### src/hw/rtl/assert_macros.svh
// Assertion macros for the RTL of the band kernel blur block.
// Each macro expects a clock named clk and an active-low reset named arst_n.
`ifndef ASSERT_MACROS_SVH
`define ASSERT_MACROS_SVH

// Property checked at every rising edge outside reset.
`define ASSERT_AT_CLK(label, prop, msg) \
	label: assert property (@(posedge clk) disable iff (!arst_n) prop) \
		else $error(msg);

// Condition that must never hold at a rising edge outside reset.
`define ASSERT_NEVER(label, cond, msg) \
	label: assert property (@(posedge clk) disable iff (!arst_n) !(cond)) \
		else $error(msg);

`endif

### src/hw/rtl/bkb_pkg.sv
// Package of the band kernel blur block: widths, register map, payload types
// and sequencer states. It depends on nothing else.
`default_nettype none

package bkb_pkg;

	localparam int SAMPLE_BITS    = 24;
	localparam int COEF_BITS      = 16;
	localparam int NUM_COEFS      = 7;
	localparam int RADIUS_BITS    = 3;
	localparam int RADIUS_CAP     = 6;
	localparam int DEF_MAX_RADIUS = 6;
	localparam int COUNT_BITS     = 4;
	localparam int PROD_BITS      = SAMPLE_BITS + COEF_BITS + 1;
	localparam int ACC_BITS       = PROD_BITS + 4;

	localparam int ADDR_BITS    = 5;
	localparam int DATA_BITS    = 32;
	localparam int REG_IDX_BITS = 3;

	localparam logic [REG_IDX_BITS-1:0] REG_RADIUS = REG_IDX_BITS'(0);
	localparam logic [REG_IDX_BITS-1:0] REG_COEF0  = REG_IDX_BITS'(1);

	localparam logic [RADIUS_BITS-1:0] RADIUS_RESET = RADIUS_BITS'(1);
	localparam logic [COEF_BITS-1:0]   COEF0_RESET  = COEF_BITS'(32768);
	localparam logic [COEF_BITS-1:0]   COEF1_RESET  = COEF_BITS'(16384);
	localparam logic [COUNT_BITS-1:0]  COUNT_MAX    = '1;

	typedef struct packed {
		logic signed [SAMPLE_BITS-1:0] band_value;
		logic                          frame_end;
	} bkb_in_t;

	typedef struct packed {
		logic signed [SAMPLE_BITS-1:0] blurred_value;
		logic                          last_of_frame;
	} bkb_out_t;

	typedef enum logic [2:0] {
		ST_IDLE,
		ST_FLUSH,
		ST_MAC,
		ST_DRAIN,
		ST_EMIT
	} bkb_state_t;

endpackage

`default_nettype wire

### src/hw/rtl/band_kernel_blur_core.sv
// Top level of the band kernel blur block: window, shared multiply-accumulate,
// sequencer and register port. Depends on bkb_pkg and assert_macros.svh.
//
// Bands arrive on the sample channel (valid/ready), one transfer per band, with
// frame_end set on the last band of a frame. Blurred bands leave on the result
// channel (valid/ready) in band order, with last_of_frame on the final one.
// The user must write radius and coefficients through the APB port only while
// idle; the block itself does not enforce it. A band is taken only in the idle
// state. One blurred output is computed in the single multiply-accumulate unit:
// one tap per cycle over 2r+1 taps, then a drain step for the product register,
// then an emit step that applies the rounding shift, saturates and loads the
// output register. A band that releases an output thus occupies the block through
// these steps, and a band that releases none and ends no frame returns straight to
// idle. The last band of a frame adds the zero padding steps plus one pass for each
// pending output. When the receiver stalls, the finished sum waits in the accumulator
// and the sequencer holds in its emit step until the output register is free. Reset
// clears the window and band count and restores radius 1 and the default weights.
`default_nettype none
`include "assert_macros.svh"

module band_kernel_blur_core
	import bkb_pkg::*;
#(
	parameter int MAX_RADIUS = DEF_MAX_RADIUS
) (
	input  wire logic                 clk,
	input  wire logic                 arst_n,
	input  wire logic                 sample_valid,
	output logic                      sample_ready,
	input  wire bkb_in_t              sample_data,
	output logic                      result_valid,
	input  wire logic                 result_ready,
	output bkb_out_t                  result_data,
	input  wire logic                 psel,
	input  wire logic                 penable,
	input  wire logic                 pwrite,
	input  wire logic [ADDR_BITS-1:0] paddr,
	input  wire logic [DATA_BITS-1:0] pwdata,
	output logic      [DATA_BITS-1:0] prdata,
	output logic                      pready
);

	localparam int LIM = (MAX_RADIUS < RADIUS_CAP) ? MAX_RADIUS : RADIUS_CAP;
	localparam int WIN = 2 * LIM + 1;
	localparam int JW  = $clog2(WIN);
	localparam int CW  = (JW > RADIUS_BITS) ? JW : RADIUS_BITS;

	localparam logic [RADIUS_BITS-1:0]   LIM_R      = RADIUS_BITS'(LIM);
	localparam logic signed [ACC_BITS-1:0] ROUND_BIAS = ACC_BITS'(64'd1 << (COEF_BITS - 1));
	localparam logic signed [ACC_BITS-1:0] SAT_MAX    =
		ACC_BITS'((64'd1 << (SAMPLE_BITS - 1)) - 64'd1);
	localparam logic signed [ACC_BITS-1:0] SAT_MIN    = ~SAT_MAX;

	logic [RADIUS_BITS-1:0]        radius_q;
	logic [COEF_BITS-1:0]          coef_q [NUM_COEFS];
	logic signed [SAMPLE_BITS-1:0] window_q [WIN];
	logic [COUNT_BITS-1:0]         count_q;
	bkb_state_t                    state_q;
	bkb_state_t                    state_nxt;
	logic [JW-1:0]                 j_q;
	logic [RADIUS_BITS-1:0]        pad_q;
	logic [RADIUS_BITS-1:0]        left_q;
	logic                          flushing_q;
	logic                          last_q;
	logic signed [PROD_BITS-1:0]   prod_s1;
	logic signed [ACC_BITS-1:0]    acc_q;
	logic                          result_valid_q;
	bkb_out_t                      result_data_q;

	logic [REG_IDX_BITS-1:0]       reg_idx;
	logic                          cfg_we;
	logic [RADIUS_BITS-1:0]        r_eff;
	logic [JW-1:0]                 two_r;
	logic [COUNT_BITS-1:0]         new_count;
	logic [RADIUS_BITS-1:0]        pend_new;
	logic [RADIUS_BITS-1:0]        pad_new;
	logic [CW-1:0]                 j_ext;
	logic [CW-1:0]                 r_ext;
	logic [CW-1:0]                 tap_dist;
	logic [COEF_BITS-1:0]          coef_sel;
	logic signed [COEF_BITS:0]     coef_ext;
	logic signed [SAMPLE_BITS-1:0] win_sel;
	logic signed [ACC_BITS-1:0]    shifted;
	logic signed [ACC_BITS-1:0]    sat_val;
	logic                          slot_free;
	logic                          accept;
	logic                          shift_zero;
	logic                          load_out;
	logic                          clear_frame;

	// Register port.
	assign pready  = 1'b1;
	assign reg_idx = paddr[ADDR_BITS-1:2];
	assign cfg_we  = psel & penable & pwrite;

	always_comb begin
		case (reg_idx)
			REG_RADIUS: prdata = DATA_BITS'(radius_q);
			default:    prdata = DATA_BITS'(coef_q[reg_idx - REG_COEF0]);
		endcase
	end

	always_ff @(posedge clk or negedge arst_n) begin
		if (!arst_n) begin
			radius_q <= RADIUS_RESET;
			coef_q[0] <= COEF0_RESET;
			coef_q[1] <= COEF1_RESET;
			for (int i = 2; i < NUM_COEFS; i++) begin
				coef_q[i] <= '0;
			end
		end else if (cfg_we) begin
			if (reg_idx == REG_RADIUS) begin
				radius_q <= pwdata[RADIUS_BITS-1:0];
			end else begin
				coef_q[reg_idx - REG_COEF0] <= pwdata[COEF_BITS-1:0];
			end
		end
	end

	// Effective radius, band count and flush bookkeeping.
	always_comb begin
		if (radius_q == '0) begin
			r_eff = RADIUS_BITS'(1);
		end else if (radius_q > LIM_R) begin
			r_eff = LIM_R;
		end else begin
			r_eff = radius_q;
		end
	end

	assign two_r     = JW'({2'b00, r_eff, 1'b0});
	assign new_count = (count_q == COUNT_MAX) ? count_q : count_q + COUNT_BITS'(1);
	assign pend_new  = (new_count < COUNT_BITS'(r_eff)) ? new_count[RADIUS_BITS-1:0] : r_eff;
	assign pad_new   = r_eff - pend_new;

	// Tap selection for the shared multiplier.
	assign j_ext    = CW'(j_q);
	assign r_ext    = CW'(r_eff);
	assign tap_dist = (j_ext >= r_ext) ? j_ext - r_ext : r_ext - j_ext;
	assign coef_sel = coef_q[tap_dist[RADIUS_BITS-1:0]];
	assign coef_ext = $signed({1'b0, coef_sel});
	assign win_sel  = window_q[j_q];

	// Rounding shift and saturation of the finished sum.
	assign shifted = acc_q >>> COEF_BITS;
	always_comb begin
		if (shifted > SAT_MAX) begin
			sat_val = SAT_MAX;
		end else if (shifted < SAT_MIN) begin
			sat_val = SAT_MIN;
		end else begin
			sat_val = shifted;
		end
	end

	assign slot_free = !result_valid_q || result_ready;

	// Sequencer: next state.
	always_comb begin
		state_nxt = state_q;
		case (state_q)
			ST_IDLE: begin
				if (sample_valid) begin
					if (new_count > COUNT_BITS'(r_eff)) begin
						state_nxt = ST_MAC;
					end else if (sample_data.frame_end) begin
						state_nxt = ST_FLUSH;
					end
				end
			end
			ST_FLUSH: begin
				if (pad_q == '0) begin
					state_nxt = ST_MAC;
				end
			end
			ST_MAC: begin
				if (j_q == two_r) begin
					state_nxt = ST_DRAIN;
				end
			end
			ST_DRAIN: begin
				state_nxt = ST_EMIT;
			end
			ST_EMIT: begin
				if (slot_free) begin
					if (flushing_q && left_q != '0) begin
						state_nxt = ST_FLUSH;
					end else begin
						state_nxt = ST_IDLE;
					end
				end
			end
			default: begin
				state_nxt = ST_IDLE;
			end
		endcase
	end

	// Sequencer: outputs.
	always_comb begin
		sample_ready = (state_q == ST_IDLE);
		accept       = sample_valid && (state_q == ST_IDLE);
		shift_zero   = (state_q == ST_FLUSH);
		load_out     = (state_q == ST_EMIT) && slot_free;
		clear_frame  = load_out && flushing_q && (left_q == '0);
	end

	always_ff @(posedge clk or negedge arst_n) begin
		if (!arst_n) begin
			state_q        <= ST_IDLE;
			count_q        <= '0;
			j_q            <= '0;
			pad_q          <= '0;
			left_q         <= '0;
			flushing_q     <= 1'b0;
			last_q         <= 1'b0;
			result_valid_q <= 1'b0;
		end else begin
			state_q <= state_nxt;
			case (state_q)
				ST_IDLE: begin
					if (accept) begin
						count_q    <= new_count;
						flushing_q <= sample_data.frame_end;
						pad_q      <= pad_new;
						left_q     <= pend_new;
						last_q     <= 1'b0;
						j_q        <= '0;
					end
				end
				ST_FLUSH: begin
					if (pad_q != '0) begin
						pad_q <= pad_q - RADIUS_BITS'(1);
					end else begin
						left_q <= left_q - RADIUS_BITS'(1);
						last_q <= (left_q == RADIUS_BITS'(1));
						j_q    <= '0;
					end
				end
				ST_MAC: begin
					if (j_q != two_r) begin
						j_q <= j_q + JW'(1);
					end
				end
				default: begin
				end
			endcase
			if (clear_frame) begin
				count_q    <= '0;
				flushing_q <= 1'b0;
			end
			if (load_out) begin
				result_valid_q <= 1'b1;
			end else if (result_ready) begin
				result_valid_q <= 1'b0;
			end
		end
	end

	// Sample window, newest band at entry 0.
	always_ff @(posedge clk or negedge arst_n) begin
		if (!arst_n) begin
			for (int i = 0; i < WIN; i++) begin
				window_q[i] <= '0;
			end
		end else if (clear_frame) begin
			for (int i = 0; i < WIN; i++) begin
				window_q[i] <= '0;
			end
		end else if (accept || shift_zero) begin
			for (int i = 1; i < WIN; i++) begin
				window_q[i] <= window_q[i-1];
			end
			window_q[0] <= accept ? sample_data.band_value : '0;
		end
	end

	// Shared multiply-accumulate and output register.
	always_ff @(posedge clk) begin
		if (state_q == ST_MAC) begin
			prod_s1 <= PROD_BITS'(win_sel) * PROD_BITS'(coef_ext);
			if (j_q == '0) begin
				acc_q <= ROUND_BIAS;
			end else begin
				acc_q <= acc_q + ACC_BITS'(prod_s1);
			end
		end else if (state_q == ST_DRAIN) begin
			acc_q <= acc_q + ACC_BITS'(prod_s1);
		end
		if (load_out) begin
			result_data_q.blurred_value <= sat_val[SAMPLE_BITS-1:0];
			result_data_q.last_of_frame <= last_q;
		end
	end

	assign result_valid = result_valid_q;
	assign result_data  = result_data_q;

	`ASSERT_AT_CLK(a_mac_bound, (state_q == ST_MAC) |-> (j_q <= two_r), "tap index past the kernel")
	`ASSERT_NEVER(a_idle_flush, (state_q == ST_IDLE) && flushing_q, "frame flush left unfinished")
	`ASSERT_AT_CLK(a_flush_left, (state_q == ST_FLUSH) |-> (left_q != '0), "flush with no output left")
	`ASSERT_AT_CLK(a_frame_clear, clear_frame |=> (count_q == '0), "band count kept after frame end")

endmodule

`default_nettype wire

### config.mk
export PLATFORM = sky130hd
export DESIGN_NAME = band_kernel_blur_core
export DESIGN_NICKNAME = d
export VERILOG_FILES = /design/src/hw/rtl/bkb_pkg.sv /design/src/hw/rtl/band_kernel_blur_core.sv
export VERILOG_INCLUDE_DIRS = /design/src /design/src/hw/rtl
export SDC_FILE = /design/constraint.sdc
export NUM_CORES = 2
export LEC_CHECK = 0
export BUFFER_PORTS_ARGS = -buffer_cell sky130_fd_sc_hd__buf_2
export CAP_MARGIN = 20
export CORE_MARGIN = 10
export CORE_UTILIZATION = 55
export CTS_CLUSTER_SIZE = 12
export DETAILED_ROUTE_END_ITERATION = 16
export PLACE_DENSITY_LB_ADDON = 0.12
export SETUP_SLACK_MARGIN = 0.02
export SLEW_MARGIN = 20
export SYNTH_ARGS = -nofsm -noshare
export SYNTH_HDL_FRONTEND = slang
export SYNTH_SLANG_ARGS = --single-unit
### constraint.sdc
create_clock -name clk -period 9.7 [get_ports clk]
set_clock_uncertainty 0.15 [all_clocks]
set_input_delay 1.455 -clock clk [delete_from_list [all_inputs] [get_ports clk]]
set_output_delay 1.455 -clock clk [all_outputs]
set_load 0.02 [all_outputs]
Word-level counts from Yosys, hierarchy flattened. Cells that the tools add are included.

Register bits after elaboration: 558. Input port bits: 69.

$add $sub $neg: 9. Multiply operators: 1. $lt $le $gt $ge: 10. Equality and inequality tests: 17. Multiplexer cells: 54. Bitwise gates (word level): 6. Reduce and logical (&&, ||, !) cells: 31.

Operators with widths (number): 2-to-1 mux 312 bit (2); 2-to-1 mux 45 bit (3); bitwise mux 112 bit (1); binary-select mux 16 bit (select 3 bit) (2); binary-select mux 24 bit (select 4 bit) (1); 2-to-1 mux 16 bit (6); 2-to-1 mux 24 bit (4); demux 16 bit (select 3 bit) (1); adder 45 x 41 -> 45 bit (1); 2-to-1 mux 3 bit (14); multiplier 24 x 17 -> 41 bit (1); greater-than comparator 29 x 24 -> 1 bit (second input constant) (1); < comparator 29 x 24 -> 1 bit (second input constant) (1); 2-to-1 mux 4 bit (7); logical NOT 3 bit (5); one-hot mux 3 bit (5 select lines) (1); one-hot mux 3 bit (2 select lines) (2); one-hot mux 4 bit (3 select lines) (1); nonzero test 2 bit (6); != test 2 bit (second input constant) (5); nonzero test 3 bit (3); subtractor 3 x 1 -> 3 bit (second input constant) (3); subtractor 3 bit (3); adder 4 x 1 -> 4 bit (second input constant) (2); 29 further kinds (52).

Logic depth before layout (Yosys ltp).
Depth in word-level cells: 10. Depth in mapped cells: 41.

Least setup slack after synthesis. No wires, ideal clock.

Path type: register -> register. Start: register j_q[0], in the netlist j_ext[0]. End: register prod_s1[40] (data pin). Setup time: 262 ps. Arrival: 8600 ps. Slack: 688 ps. Stages on the path, launching flop included: 37. Buffers on the path: 6. Period minus slack after synthesis: 9012 ps. Cell sequence: dfrtp_1 buf_2 buf_4 buf_2 inv_1 ha_1 inv_1 fa_1 a21o_1 a211o_1 mux2i_1 xnor2_1 buf_2 buf_2 nor2_1 a21oi_2 buf_4 nand2_1 fa_1 inv_1 fa_1 fa_1 fa_1 fa_1 inv_1 fa_1 inv_1 ha_1 and3_1 and2_1 a221oi_1 o21ai_1 o21ai_1 o22ai_1 a221oi_2 o2111ai_1 xnor2_1.

Word-level cells in the longest chain between the ends: 7. Elaborated cells on any way between the ends: 13.

RTL lines: start: declaration (line band_kernel_blur_core.sv:60) `logic [JW-1:0] j_q;`; start signal: assignment (line band_kernel_blur_core.sv:242) `j_q <= j_q + JW'(1);`; >= comparator 4 x 3 -> 1 bit / subtractor 3 bit (equally long branches) (line band_kernel_blur_core.sv:139) `assign tap_dist = (j_ext >= r_ext) ? j_ext - r_ext : r_ext - j_ext;`; 2-to-1 mux 3 bit (line band_kernel_blur_core.sv:139); inverter 3 -> 4 bit (implied by the code) (line band_kernel_blur_core.sv:140) `assign coef_sel = coef_q[tap_dist[RADIUS_BITS-1:0]];`; binary-select mux 16 bit (select 3 bit) (line band_kernel_blur_core.sv:140); 2-to-1 mux 16 bit (implied by the code) (2 in a row) (line band_kernel_blur_core.sv:140); multiplier 24 x 17 -> 41 bit (*) (line band_kernel_blur_core.sv:281) `prod_s1 <= PROD_BITS'(win_sel) * PROD_BITS'(coef_ext);`; end signal: assignment (line band_kernel_blur_core.sv:281); end: declaration (line band_kernel_blur_core.sv:65) `logic signed [PROD_BITS-1:0] prod_s1;`.

Mark *: on every way between the ends. The rest lies on a longest branch, timed or not. The select of a mux whose other input is x is not followed. A chain may end at the register's enable or synchronous reset.

Worst setup path after layout.
Start: register radius_q[0]. End: register prod_s1[39] (data pin).

Word-level cells in the longest chain between the ends: 10. Elaborated cells on any way between the ends: 13.

RTL lines: start: declaration (line band_kernel_blur_core.sv:54) `logic [RADIUS_BITS-1:0] radius_q;`; start signal: assignment (line band_kernel_blur_core.sv:113) `radius_q <= pwdata[RADIUS_BITS-1:0];`; greater-than comparator 3 bit (line band_kernel_blur_core.sv:124) `end else if (radius_q > LIM_R) begin`; 2-to-1 mux 3 bit (line band_kernel_blur_core.sv:124); 2-to-1 mux 3 bit (*) (line band_kernel_blur_core.sv:122) `if (radius_q == '0) begin`; >= comparator 4 x 3 -> 1 bit / subtractor 3 bit (equally long branches) (line band_kernel_blur_core.sv:139); 2-to-1 mux 3 bit (*) (line band_kernel_blur_core.sv:139); inverter 3 -> 4 bit (implied by the code) (*) (line band_kernel_blur_core.sv:140); binary-select mux 16 bit (select 3 bit) (*) (line band_kernel_blur_core.sv:140); 2-to-1 mux 16 bit (implied by the code) (*) (2 in a row) (line band_kernel_blur_core.sv:140); multiplier 24 x 17 -> 41 bit (*) (line band_kernel_blur_core.sv:281).

Marks and branches as above.

==> results.sh <==
export IMPL_fp_row_count=101
export IMPL_die_h_um=298
export IMPL_crit_required_ns=10.02
export IMPL_core_area_um2=76300
export IMPL_maxCapViolCount=0
export IMPL_setup_ws_ns=0.432
export IMPL_routed_wl_mm=102
export IMPL_grt_total_usage=0.232
export IMPL_grt_start_max_net_pins=219
export IMPL_via_per_inst=5.62
export IMPL_grt_pass1_vias=31262
export IMPL_synthCells=4384
export IMPL_outcome="finished, final reports clean"
export IMPL_ys_flop_type="dfrtp_1"
export IMPL_syn_avg_cell_area_um2=9.71
export IMPL_crit_path_start_kind="flip-flop"
export IMPL_place_gp_congestion=0.888
export IMPL_dr_total_vias=30834
export IMPL_clockBufferDepth=3
export IMPL_overflow=0
export IMPL_die_area_um2=88900
export IMPL_max_freq_ghz=0.108
export IMPL_fin_setup_tns_ns=0
export IMPL_clock_sinks=558
export IMPL_reg2regPathDepth=32
export IMPL_grt_pass1_wl_mm=170
export IMPL_crit_slowest_cell="fa_1"
export IMPL_area_growth_pct=9.60
export IMPL_holdBufCountCts=0
export IMPL_setup_violations=0
export IMPL_hold_viol_final=0
export IMPL_min_period_ns=9.27
export IMPL_r2r_slack_ns=0.43
export IMPL_yosys_warnings=0
export IMPL_die_w_um=298
export IMPL_portBuffers=93
export IMPL_cts_max_level=3
export IMPL_antenna_found_initial=2
export IMPL_fin_crit_sh=0.955
export IMPL_layout_commonest_cell="nand2_1"
export IMPL_yosysSeqAreaShare=0.341
export IMPL_clk_latency_ns=0.62
export IMPL_cts_made_buffers=67
export IMPL_dr_first_iter_drc_count=2342
export IMPL_first_pass_iters=5
export IMPL_cts_tree="built"
export IMPL_critPathMaxStageDelay_ns=0.56
export IMPL_wl_per_cell_um=18.7
export IMPL_drc=0
export IMPL_hold_path_startpoint="last_q"
export IMPL_final_layout_size_suffix_gt1_frac=0.135
export IMPL_ioPinCount=129
export IMPL_r2r_start="radius_q[0]"
export IMPL_hold_path_cell_count=0
export IMPL_arrival_ns=9.59
export IMPL_n_fill_cell=6526
export IMPL_min_to="result_data[0]"
export IMPL_timing_rr_end="prod_s1[39]"
export IMPL_synth_edff_count=111
export IMPL_ant_nets=0
export IMPL_worstSetupEndpointType="flip-flop"
export IMPL_cp_max_fo=21
export IMPL_dp_hpwl_mm=70.7
export IMPL_mostFrequentLayoutCells="nand2_1 (977), inv_1 (496), dfrtp_1 (442), a21oi_1 (397), fa_1 (381)"
export IMPL_tightest_slew_ns=1.19
export IMPL_ys_ff_latch=558
export IMPL_path_clk_slew_ns=0.06
export IMPL_dp_slack_ns=0.0353
export IMPL_path_common_cell="fa_1"
export IMPL_crit_type="flip-flop to flip-flop"
export IMPL_ys_types=77
export IMPL_cts_root_buf="clkbuf_16"
export IMPL_nNetsFinal=5016
export IMPL_rsz0062_at_grt="false"
export IMPL_hp_class="flip-flop to flip-flop"
export IMPL_synthArstFlopShare=0.801
export IMPL_start_util=0.558
export IMPL_slew_headroom=0.202
export IMPL_final_max_slew_viol_count=0
export IMPL_netlist_area_um2=42600
## critical path, delay by kind of cell (launching register included)
kind | cells | cell delay (ns)
flip-flops | 1 | 0.55
AND/OR/NAND/NOR | 2 | 0.48
AO/OA/AOI/OAI | 11 | 2.60
adder cells (fa/ha/maj) | 9 | 3.85
buffers and inverters | 8 | 0.94
multiplexers | 2 | 0.58
## Yosys cell counts (23+ instances only)
library cell  count  area [µm²]
nor2b_1         114         713
and2_1           34         213
buf_2            35         175
mux2_2          132        1490
a21o_1           62         465
fa_1            381        7630
o21ai_0          55         275
xor2_1           31         272
a21oi_1         398        1990
nand3_1          32         160
nand2b_1         23         144
a22o_1           27         236
xnor2_1          60         526
nor2_1          157         589
inv_1           499        1870
buf_4            38         285
ha_1            164        2050
mux4_2           97        2180
edfxtp_1        111        3330
nand2_1         977        3670
a221oi_1         36         315
clkbuf_1        178         668
nor3_1           33         165
a31oi_1          35         219
dfrtp_1         444       11100
## cells by family after synthesis
| logic type | share of synthesized area |
|---|---|
| fa+ha+maj | 0.227 |
| simple gates | 0.141 |
| xor+xnor | 0.0187 |
| compound gates | 0.108 |
| other cells | 0.000176 |
| buf+inv | 0.0745 |
| mux | 0.0894 |
| flops | 0.341 |
## area by class of cell
class | count | area [µm²] | area share
multi-input cells | 3060 | 25100 | 0.539
flip-flops and latches | 558 | 14500 | 0.311
clock buffers | 97 | 1900 | 0.0407
inverters | 502 | 1880 | 0.0404
repair buffers | 213 | 1600 | 0.0343
well taps | 1030 | 1290 | 0.0276
clock inverters | 21 | 319 | 0.00684
diodes | 1 | 2.50 | 0.0000536
## layer usage
layer / part of all wire / routed length (µm) / GRT usage / vias to the layer above
met5: 0.00011 / 11 / 0 / -
met4: 0.022 / 2280 / 0.0605 / 2
met3: 0.056 / 5680 / 0.0307 / 161
met2: 0.46 / 47500 / 0.368 / 813
met1: 0.46 / 46800 / 0.334 / 15463
li1: - / - / - / 14395
## worst max-delay path by stage
stage                           start     endpoint  depth (start not counted)
final                     radius_q[0]  prod_s1[39]                         32
after global routing      radius_q[0]  prod_s1[39]                         33
after CTS                 radius_q[0]  prod_s1[40]                         32
after detailed placement  radius_q[0]  prod_s1[40]                         31
after global placement    radius_q[0]  prod_s1[40]                         31
after floorplan              j_ext[0]  prod_s1[40]                         36
## per-stage QoR
stage | instance area, µm² | util | std cells | hold WS (ns)
2_1_floorplan | 42600 | - | 4399 | 0.275
3_3_place_gp | 44100 | 0.578 | 5347 | 0.322
3_5_place_dp | 44200 | 0.578 | 5348 | 0.320
4_1_cts | 46400 | 0.608 | 5466 | 0.334
5_1_grt | 46700 | 0.611 | 5482 | 0.356
6_report | 46700 | 0.611 | 5482 | 0.334
## flip-flops by register name, summed over array words and instances, names as in the netlist
| name | flops |
|---|---|
| window_q | 312 |
| coef_q | 112 |
| acc_q | 45 |
| prod_s1 | 41 |
| result_data | 25 |
| count_q | 4 |
| j_ext | 4 |
| left_q | 3 |
| pad_q | 3 |
| radius_q | 3 |
| state_q | 3 |
| flushing_q | 1 |
| last_q | 1 |
| result_valid | 1 |
## repair_timing
| action | CTS | global route |
|---|---|---|
| cloned | 0 | 1 |
| setup buffers | 0 | 13 |
| pin swaps | 0 | 5 |
| resized for setup | 1 | 11 |
| endpoints found under the setup margin | 1 | 11 |
Power is not shown: default switching activity piles up to over one toggle a cycle in this logic, so the estimate is an artifact.
